<file path="config.mk">
export PLATFORM = sky130hd
export DESIGN_NAME = prc_controller
export DESIGN_NICKNAME = d
export VERILOG_FILES = /design/src/rtl/prc_pkg.sv /design/src/rtl/prc_controller.sv
export SDC_FILE = /design/constraint.sdc
export NUM_CORES = 1
export LEC_CHECK = 0
export ABC_AREA = 1
export BUFFER_PORTS_ARGS = -buffer_cell sky130_fd_sc_hd__clkbuf_2
export CORE_AREA = 2 2 60 62
export DETAILED_ROUTE_END_ITERATION = 8
export DIE_AREA = 0 0 62 64
export PLACE_DENSITY = 0.73
export SLEW_MARGIN = 20
export SYNTH_ARGS = -nofsm -noshare
export SYNTH_HDL_FRONTEND = slang
export SYNTH_SLANG_ARGS = --single-unit
</file>
<file path="constraint.sdc">
create_clock -name clock -period 3.9 [get_ports clock]
set_input_delay 0.78 -clock clock [delete_from_list [all_inputs] [get_ports clock]]
set_output_delay 0.78 -clock clock [all_outputs]
set_load 0.02 [all_outputs]
</file>
<file path="src/rtl/prc_pkg.sv">
// Shared types, constants and helper functions for the polygon ray cast block.
package prc_pkg;

   localparam int MaxPointsDefault = 64;
   localparam int FracBitsDefault = 8;
   localparam int CoordWidth = 24;
   localparam int DistWidth = 32;
   localparam int CsrAddrWidth = 3;
   localparam int CsrDataWidth = 32;
   localparam logic [CsrAddrWidth-1:0] AddrBodyX = 3'd0;
   localparam logic [CsrAddrWidth-1:0] AddrBodyY = 3'd4;

   typedef enum logic [1:0] {
      REQ_CLEAR = 2'd0,
      REQ_ADD   = 2'd1,
      REQ_CAST  = 2'd2,
      REQ_NOP   = 2'd3
   } req_code_type;

   // Commands from the controller to the datapath.
   typedef struct packed {
      logic clear;       // empty store and reset extrema
      logic add;         // write point and update extrema
      logic full_flag;   // register the store-full flag
      logic cast_start;  // latch ray and clear hit state
      logic rd_issue;    // issue store reads for the current edge
      logic edge_load;   // compute edge vectors for the loaded edge
      logic edge_eval;   // sign checks and first divider start
      logic frac_start;  // start the fraction division
      logic edge_done;   // fold the edge's t into the best hit
      logic out_load;    // load the result register
   } prc_cmd_type;

   // Status from the datapath to the controller.
   typedef struct packed {
      logic store_full;
      logic edge_skip;
      logic div_busy;
      logic quot_big;
   } prc_status_type;

   // Saturate a 26-bit signed value to 24 signed bits.
   function automatic logic signed [CoordWidth-1:0] sat_s24(input logic signed [25:0] v);
      logic signed [CoordWidth-1:0] r;
      if (v > 26'sd8388607) r = 24'sh7FFFFF;
      else if (v < -26'sd8388608) r = 24'sh800000;
      else r = v[CoordWidth-1:0];
      return r;
   endfunction

   // Saturate a 26-bit signed value to 24 unsigned bits.
   function automatic logic [CoordWidth-1:0] sat_u24(input logic signed [25:0] v);
      logic [CoordWidth-1:0] r;
      if (v > 26'sd16777215) r = 24'hFFFFFF;
      else if (v < 26'sd0) r = 24'h000000;
      else r = v[CoordWidth-1:0];
      return r;
   endfunction

endpackage

</file>
<file path="src/rtl/prc_controller.sv">
// Controller: request decode, point count and edge sequencing.
module prc_controller #(
   parameter int MaxPoints = prc_pkg::MaxPointsDefault
) (
   input  logic                           clock,
   input  logic                           reset,
   input  logic                           req_valid,
   output logic                           req_ready,
   input  logic [1:0]                     req_code,
   input  logic                           rsp_valid,
   input  logic                           rsp_ready,
   input  prc_pkg::prc_status_type        status,
   output prc_pkg::prc_cmd_type           cmd,
   output logic [$clog2(MaxPoints)-1:0]   edge_idx,
   output logic [$clog2(MaxPoints+1)-1:0] count
);
   localparam int IdxW = $clog2(MaxPoints);
   localparam int CntW = $clog2(MaxPoints + 1);

   typedef enum logic [3:0] {
      ST_IDLE, ST_RD0, ST_RD1, ST_VEC, ST_PROD, ST_EVAL, ST_DIV1, ST_DIV2,
      ST_DONE, ST_NEXT, ST_OUT
   } state_type;

   state_type       state_ff, state_in;
   logic [IdxW-1:0] idx_ff, idx_in;
   logic [CntW-1:0] count_ff, count_in;
   logic            accept;

   // Accept a new request only when idle and the result register is free.
   assign req_ready = (state_ff == ST_IDLE) && (!rsp_valid || rsp_ready);
   assign accept    = req_valid && req_ready;

   always_comb begin
      state_in = state_ff;
      idx_in   = idx_ff;
      count_in = count_ff;
      cmd      = '0;
      case (state_ff)
         ST_IDLE: begin
            if (accept) begin
               case (req_code)
                  prc_pkg::REQ_CLEAR: begin
                     cmd.clear = 1'b1;
                     count_in  = '0;
                     state_in  = ST_OUT;
                  end
                  prc_pkg::REQ_ADD: begin
                     if (status.store_full) begin
                        cmd.full_flag = 1'b1;
                     end else begin
                        cmd.add  = 1'b1;
                        count_in = count_ff + 1'b1;
                     end
                     state_in = ST_OUT;
                  end
                  prc_pkg::REQ_CAST: begin
                     cmd.cast_start = 1'b1;
                     idx_in         = '0;
                     state_in       = (count_ff >= CntW'(2)) ? ST_RD0 : ST_OUT;
                  end
                  default: begin
                     cmd.out_load = 1'b1;
                  end
               endcase
            end
         end
         ST_RD0: begin
            cmd.rd_issue = 1'b1;
            state_in     = ST_RD1;
         end
         ST_RD1: state_in = ST_VEC;
         ST_VEC: begin
            cmd.edge_load = 1'b1;
            state_in      = ST_PROD;
         end
         ST_PROD: state_in = ST_EVAL;
         ST_EVAL: begin
            if (status.edge_skip) begin
               state_in = ST_NEXT;
            end else begin
               cmd.edge_eval = 1'b1;
               state_in      = ST_DIV1;
            end
         end
         ST_DIV1: begin
            if (!status.div_busy) begin
               cmd.frac_start = 1'b1;
               state_in       = ST_DIV2;
            end
         end
         ST_DIV2: begin
            if (!status.div_busy) state_in = ST_DONE;
         end
         ST_DONE: begin
            cmd.edge_done = 1'b1;
            state_in      = ST_NEXT;
         end
         ST_NEXT: begin
            if ({1'b0, idx_ff} + 1'b1 >= (IdxW+1)'(count_ff)) begin
               state_in = ST_OUT;
            end else begin
               idx_in   = idx_ff + 1'b1;
               state_in = ST_RD0;
            end
         end
         ST_OUT: begin
            cmd.out_load = 1'b1;
            state_in     = ST_IDLE;
         end
         default: state_in = ST_IDLE;
      endcase
   end

   always_ff @(posedge clock) begin
      if (reset) begin
         state_ff <= ST_IDLE;
         idx_ff   <= '0;
         count_ff <= '0;
      end else begin
         state_ff <= state_in;
         idx_ff   <= idx_in;
         count_ff <= count_in;
      end
   end

   assign edge_idx = idx_ff;
   assign count    = count_ff;
endmodule

</file>
==> results of run 1 <==
-- power by group --
part           internal (mW)  switching, mW  leakage [nW]
combinational          0.131          0.254         0.744
sequential             0.198         0.0313         0.138
clock                 0.0383         0.0636        0.0177
-- final cells by class --
class / instances / area share [%]
Tap cell: 46 / 3.428
Clock inverter: 1 / 0.2981
Inverter: 44 / 9.836
Timing Repair Buffer: 33 / 9.836
Multi-Input combinational cell: 174 / 54.99
Clock buffer: 3 / 1.341
Sequential cell: 17 / 20.27
-- through the flow --
step / setup slack (ns) / utilization (%) / total power, mW
after floorplan: 1.491 / - / 0.5319
after global placement: 1.294 / 50.29 / 0.6157
after detailed placement: 1.300 / 50.29 / 0.6189
after CTS: 1.298 / 51.12 / 0.7249
after global routing: 1.198 / 51.12 / 0.7907
final: 1.299 / 51.12 / 0.7163
-- cells in the mapped netlist (2+ instances only) --
cell type and n:
nand2_2 3, nor2_2 5, nand3_1 15, inv_1 42, xor2_1 5, ha_1 10
nor2_1 32, a21oi_1 16, nand2_1 61, nor3_1 6, nor2_4 3, nand4_1 2
dfxtp_1 17, o21ai_0 5, a21oi_2 2
-- cells by family after synthesis --
group / synth area share, %
AND/OR/NAND/NOR: 41.42
XOR/XNOR: 3.033
adder cells (fa/ha/maj): 8.666
AO/OA/AOI/OAI: 10.83
buffers and inverters: 12.48
flip-flops: 23.57
-- metal layers --
| layer | vias to the layer above | part of all wire (%) | global-route usage (%) |
|---|---|---|---|
| met2 | 23 | 48 | 28.13 |
| li1 | 813 | - | - |
| met4 | 0 | 1.3 | 6.383 |
| met3 | 4 | 3.0 | 2.429 |
| met5 | - | 0 | 0 |
| met1 | 648 | 48 | 23.08 |
-- final timing paths --
| kind | cells after the start | slack, ns | endpoint |
|---|---|---|---|
| setup / recovery | 7 | 1.30 | cmd[8] |
| hold / removal | 2 | 0.53 | edge_idx[5]$_SDFFE_PP0P_ |
| setup reg to reg | 15 | 1.60 | edge_idx[4]$_SDFFE_PP0P_ |
| hold reg to reg | 2 | 0.53 | edge_idx[5]$_SDFFE_PP0P_ |
-- worst reg2reg max path, cell delays in order (launching register included) --
cell     delay (ns)
dfxtp_1        0.46
ha_1           0.22
nand2_1        0.07
inv_1          0.08
nand3_1        0.09
nand2_1        0.08
inv_1          0.06
ha_1           0.30
nand2_1        0.07
nand2_1        0.06
a21oi_1        0.17
nand3_1        0.12
nand2_2        0.12
nand2_4        0.10
a21oi_1        0.14
nor2_1         0.05
-- flip-flops by register name, summed over array words and instances (netlist names) --
register / count
count: 7
edge_idx: 6
state_ff: 4
==> flow_metrics.py, run 1 <==
metrics = {
    "min_path": {
        "min-delay-start": "edge_idx[5]$_SDFFE_PP0P_",
        "hold_path.class": "reg -> reg",
    },
    "synthesis": {
        "yosysUniqueCellTypes": 28,
        "ys_seq_elements": 17,
        "syn_nets": 258,
        "seq_area_frac_synth_pct": 23.57,
        "synthTopCellsByArea": "dfxtp_1 (24%), nand2_1 (16%), inv_1 (11%), ha_1 (8.7%), nor2_1 (8.3%)",
        "syn_inst": 237,
        "ys_warn_count": 0,
        "synth-edff-count": 0,
        "synth_top_cell_by_area": "dfxtp_1",
        "async_reset_ff_share_pct": 0,
        "syn_area_per_cell_sq_um": 6.092,
        "synth_top_area_share_pct": 23.57,
        "synth_area_sq_um": 1444,
        "synth_ff_type": "dfxtp_1",
    },
    "worst_setup_path": {
        "crit_slowest_cell": "or2_2",
        "cp_cell_sequence": "clkbuf_2, inv_1, nor2_2, inv_1, or2_2, nor2_1, clkbuf_2",
        "critPathKind": "in -> out",
        "start_kind": "input pin",
        "crit_arrival_ns": 1.82,
        "endpoint_kind": "output pin",
        "crit_buf_inv": 4,
        "crit_start": "req_code[0]",
        "crit_family": "simple AND/OR/NAND/NOR gates",
        "r2r_start": "edge_idx[0]$_SDFFE_PP0P_",
        "max_stage_delay_ns": 0.29,
        "cp_max_fo": 5,
        "worstPathRequired_ns": 3.12,
    },
    "layout": {
        "syn_to_final_growth_pct": 16.29,
        "final_cell_mix": "nand2_1 (61), inv_1 (42), clkbuf_2 (33), nor2_1 (32), dfxtp_1 (17)",
        "fin_area_sq_um": 1679,
        "final_common_cell": "nand2_1",
        "multi_input_area_sq_um": 923.4,
        "fin_cells": 318,
        "num_antenna_cells": 0,
        "nNetsFinal": 294,
        "layout-drive-gt1-share_pct": 20.59,
        "fill_cells": 349,
        "ff_latch_area_sq_um": 340.3,
    },
    "timing": {
        "fin_skew_ns": 0.01005,
        "post-route-period-util_pct": 66.70,
        "tightestPinTransition_ns": 0.3851,
        "finalSetupTns_ns": 0,
        "finalMaxSlewViolations": 0,
        "rsz0062_at_grt": "no",
        "slew_headroom_pct": 74.26,
        "setup_viol": 0,
        "worst_hold_slack_ns": 0.5278,
        "max_freq_mhz": 384.4,
        "min_period_ns": 2.601,
        "hold_viol": 0,
    },
    "global_route": {
        "grt_usage_pct": 17.47,
        "grt-ovfl-total": 0,
        "grt_max_degree": 13,
        "grt_pass1_wl_mm": 5.285,
        "grt_pass1_vias": 1250,
        "grt_antenna_before_repair": 0,
    },
    "clock_tree": {
        "cts_tree": "built",
        "cts_hold_buf": 0,
        "cts_resized": 0,
        "h-tree-depth": 1,
        "cts_setup_buffers": 0,
        "cts-buffers-inserted": 3,
        "clockBufferDepth": 2,
        "clockRootBuffer": "clkbuf_4",
        "clkSinkCount": 17,
        "path_clk_slew_ns": 0.11,
        "clk_latency_ns": 0.31,
    },
    "place": {
        "placed_cells": 314,
        "hpwl_mm": 2.573,
        "place.gp.congestion": 0.8294,
        "placed_area_sq_um": 1652,
        "io_buffers": 33,
    },
    "die": {
        "io_pins": 35,
        "die_height_um": 64,
        "coreArea_sq_um": 3284,
        "fp.dieW_um": 62,
        "dieArea_sq_um": 3968,
        "fp-row-count": 21,
        "start_util_pct": 43.96,
    },
    "detailed_routing": {
        "drc": 0,
        "first_pass_iters": 4,
        "drt_iter0_drc": 36,
        "post_drt_via_cell_ratio": 4.679,
        "wirelength_mm": 3.201,
        "routedWlPerCell_um": 10.07,
        "vias": 1488,
        "final_antenna_net_count": 0,
    },
    "pwr": {
        "peakVddDrop_uv": 167.1,
        "p_per_area_nw_per_um2": 426.6,
        "cellLeakagePower_nw": 0.8999,
    },
    "flow_run": {
        "maxCapViolCount": 0,
    },
    "status": {
        "status": "complete, no violations",
    },
}
No activity file was read; power rests on OpenSTA's default activity.
==> inputs of run 2 (changes only) <==
==> constraint.sdc (replaced) <==
create_clock -name clock -period 2.65 [get_ports clock]
set_input_delay 0.53 -clock clock [delete_from_list [all_inputs] [get_ports clock]]
set_output_delay 0.53 -clock clock [all_outputs]
set_load 0.02 [all_outputs]
==> flow_metrics.py, run 2 (synthesis gave the netlist of run 1 again) <==
metrics = {
    "worst_setup_path": {
        "cp_common_cell": "nand2_1",
        "crit_buf_inv": 2,
        "rr_endpoint": "edge_idx[4]$_SDFFE_PP0P_",
        "start_kind": "register",
        "crit_slowest_cell": "dfxtp_1",
        "crit_family": "simple AND/OR/NAND/NOR gates",
        "r2r_setup_slack_ns": 0.40,
        "cp_cell_sequence": "ha_1, nand2_1, inv_1, nand3_1, nand2_1, inv_1, ha_1, nand2_1, nand2_1, a21oi_1, nand3_1, nand2_2, nand2_4, a21oi_1, nor2_1",
        "endpoint_kind": "register",
        "r2r_start": "edge_idx[0]$_SDFFE_PP0P_",
        "crit_arrival_ns": 2.45,
        "cp_max_fo": 9,
        "critPathKind": "reg -> reg",
        "worst_r2r_path_depth": 15,
        "max_stage_delay_ns": 0.46,
        "worstPathRequired_ns": 2.85,
    },
    "place": {
        "hpwl_mm": 2.626,
        "pre_cts_ws_ns": 0.4090,
        "io_buffers": 33,
        "place.gp.congestion": 0.8595,
    },
    "status": {
        "status": "complete, no violations",
    },
    "timing": {
        "post-route-period-util_pct": 85.05,
        "slew_headroom_pct": 74.13,
        "rsz0062_at_grt": "no",
        "tightestPinTransition_ns": 0.3871,
        "fin_skew_ns": 0.001870,
        "min_period_ns": 2.254,
        "fin_ws_ns": 0.3963,
        "setup_viol": 0,
        "finalMaxSlewViolations": 0,
        "max_freq_mhz": 443.7,
        "hold_viol": 0,
        "finalSetupTns_ns": 0,
    },
    "layout": {
        "fill_cells": 349,
        "largest_reg_flops": 7,
        "syn_to_final_growth_pct": 16.20,
        "ff_latch_area_sq_um": 340.3,
        "final_cell_mix": "nand2_1 (61), inv_1 (42), clkbuf_2 (33), nor2_1 (32), dfxtp_1 (17)",
        "multi_input_area_sq_um": 923.4,
        "nNetsFinal": 294,
        "layout-drive-gt1-share_pct": 20.22,
        "num_antenna_cells": 0,
        "final_common_cell": "nand2_1",
    },
    "detailed_routing": {
        "drc": 0,
        "dr_wl_met2_mm": 1.517,
        "post_drt_via_cell_ratio": 4.654,
        "highest_layer": "met4",
        "m1WireLength_mm": 1.541,
        "wirelength_mm": 3.178,
        "dr_wl_met3_um": 89,
        "vias": 1480,
        "routedWlPerCell_um": 9.994,
        "final_antenna_net_count": 0,
        "drt_iter0_drc": 41,
        "first_pass_iters": 4,
    },
    "global_route": {
        "grt_pass1_vias": 1309,
        "grt_antenna_before_repair": 0,
        "grt_max_degree": 13,
        "grt_usage_pct": 17.75,
        "grt-ovfl-total": 0,
        "grt_pass1_wl_mm": 5.457,
    },
    "clock_tree": {
        "path_clk_slew_ns": 0.10,
        "cts_tree": "built",
        "clkSinkCount": 17,
        "clockBufferDepth": 2,
        "h-tree-depth": 1,
        "cts_hold_buf": 0,
        "clockRootBuffer": "clkbuf_4",
        "clk_latency_ns": 0.29,
        "cts_setup_buffers": 0,
        "cts-buffers-inserted": 3,
        "cts_resized": 0,
    },
    "die": {
        "coreArea_sq_um": 3284,
        "io_pins": 35,
        "die_height_um": 64,
        "dieArea_sq_um": 3968,
        "fp-row-count": 21,
        "fp.dieW_um": 62,
        "start_util_pct": 43.96,
    },
    "min_path": {
        "hold_depth": 3,
        "hold_path.class": "in -> reg",
        "min_to": "state_ff[0]$_SDFFE_PP0P_",
        "min-delay-start": "status[1]",
    },
    "flow_run": {
        "maxCapViolCount": 0,
    },
    "pwr": {
        "p_per_area_nw_per_um2": 625.7,
        "cellLeakagePower_nw": 0.8971,
        "power_mw": 1.050,
        "peakVddDrop_uv": 211.3,
    },
}
## run 2: cell count changes in the layout (fill, tap and decap cells not counted)
cell / delta
clkbuf_1: +1
clkinv_2: -1
## run 2: worst max-delay path by stage
stage	cells after the start	to	slack (ns)	start
after floorplan	15	edge_idx[1]$_SDFFE_PP0P_	0.53	edge_idx[0]$_SDFFE_PP0P_
after global placement	15	edge_idx[4]$_SDFFE_PP0P_	0.44	edge_idx[0]$_SDFFE_PP0P_
after detailed placement	15	edge_idx[4]$_SDFFE_PP0P_	0.41	edge_idx[0]$_SDFFE_PP0P_
after CTS	15	edge_idx[4]$_SDFFE_PP0P_	0.38	edge_idx[0]$_SDFFE_PP0P_
after global routing	14	edge_idx[2]$_SDFFE_PP0P_	0.09	edge_idx[0]$_SDFFE_PP0P_
final	15	edge_idx[4]$_SDFFE_PP0P_	0.40	edge_idx[0]$_SDFFE_PP0P_
## run 2: metrics by stage
| stage | utilization, % | area, sq um | hold slack (ns) | cells |
|---|---|---|---|---|
| final | 51.09 | 1678 | 0.5016 | 318 |
| after global routing | 51.09 | 1678 | 0.5126 | 318 |
| after CTS | 51.09 | 1678 | 0.4872 | 318 |
| after detailed placement | 50.29 | 1652 | 0.5078 | 314 |
| after global placement | 50.29 | 1652 | 0.5010 | 314 |
| after floorplan | - | 1444 | 0.5584 | 237 |
## run 2: cell type report
type / count / share of cell area (%)
Clock buffer: 4 / 1.566
Inverter: 44 / 9.843
Multi-Input combinational cell: 174 / 55.03
Sequential cell: 17 / 20.28
Tap cell: 46 / 3.430
Timing Repair Buffer: 33 / 9.843
## run 2: worst register-to-register path, cell delays in order (launching register included)
cell,delay (ns)
dfxtp_1,0.46
ha_1,0.22
nand2_1,0.07
inv_1,0.08
nand3_1,0.09
nand2_1,0.08
inv_1,0.05
ha_1,0.30
nand2_1,0.08
nand2_1,0.05
a21oi_1,0.17
nand3_1,0.11
nand2_2,0.12
nand2_4,0.10
a21oi_1,0.13
nor2_1,0.05
## run 2: report_power, final
part	internal (mW)	total [mW]	switching (mW)
registers	0.291	0.337	0.0457
clock network	0.0586	0.145	0.0867
logic	0.193	0.568	0.375
## run 2: routing by layer
metal  up-vias  track usage (%)
met4         0            3.989
met1       644            23.70
met5         -                0
met2        19            29.17
li1        813                -
met3         4            3.036
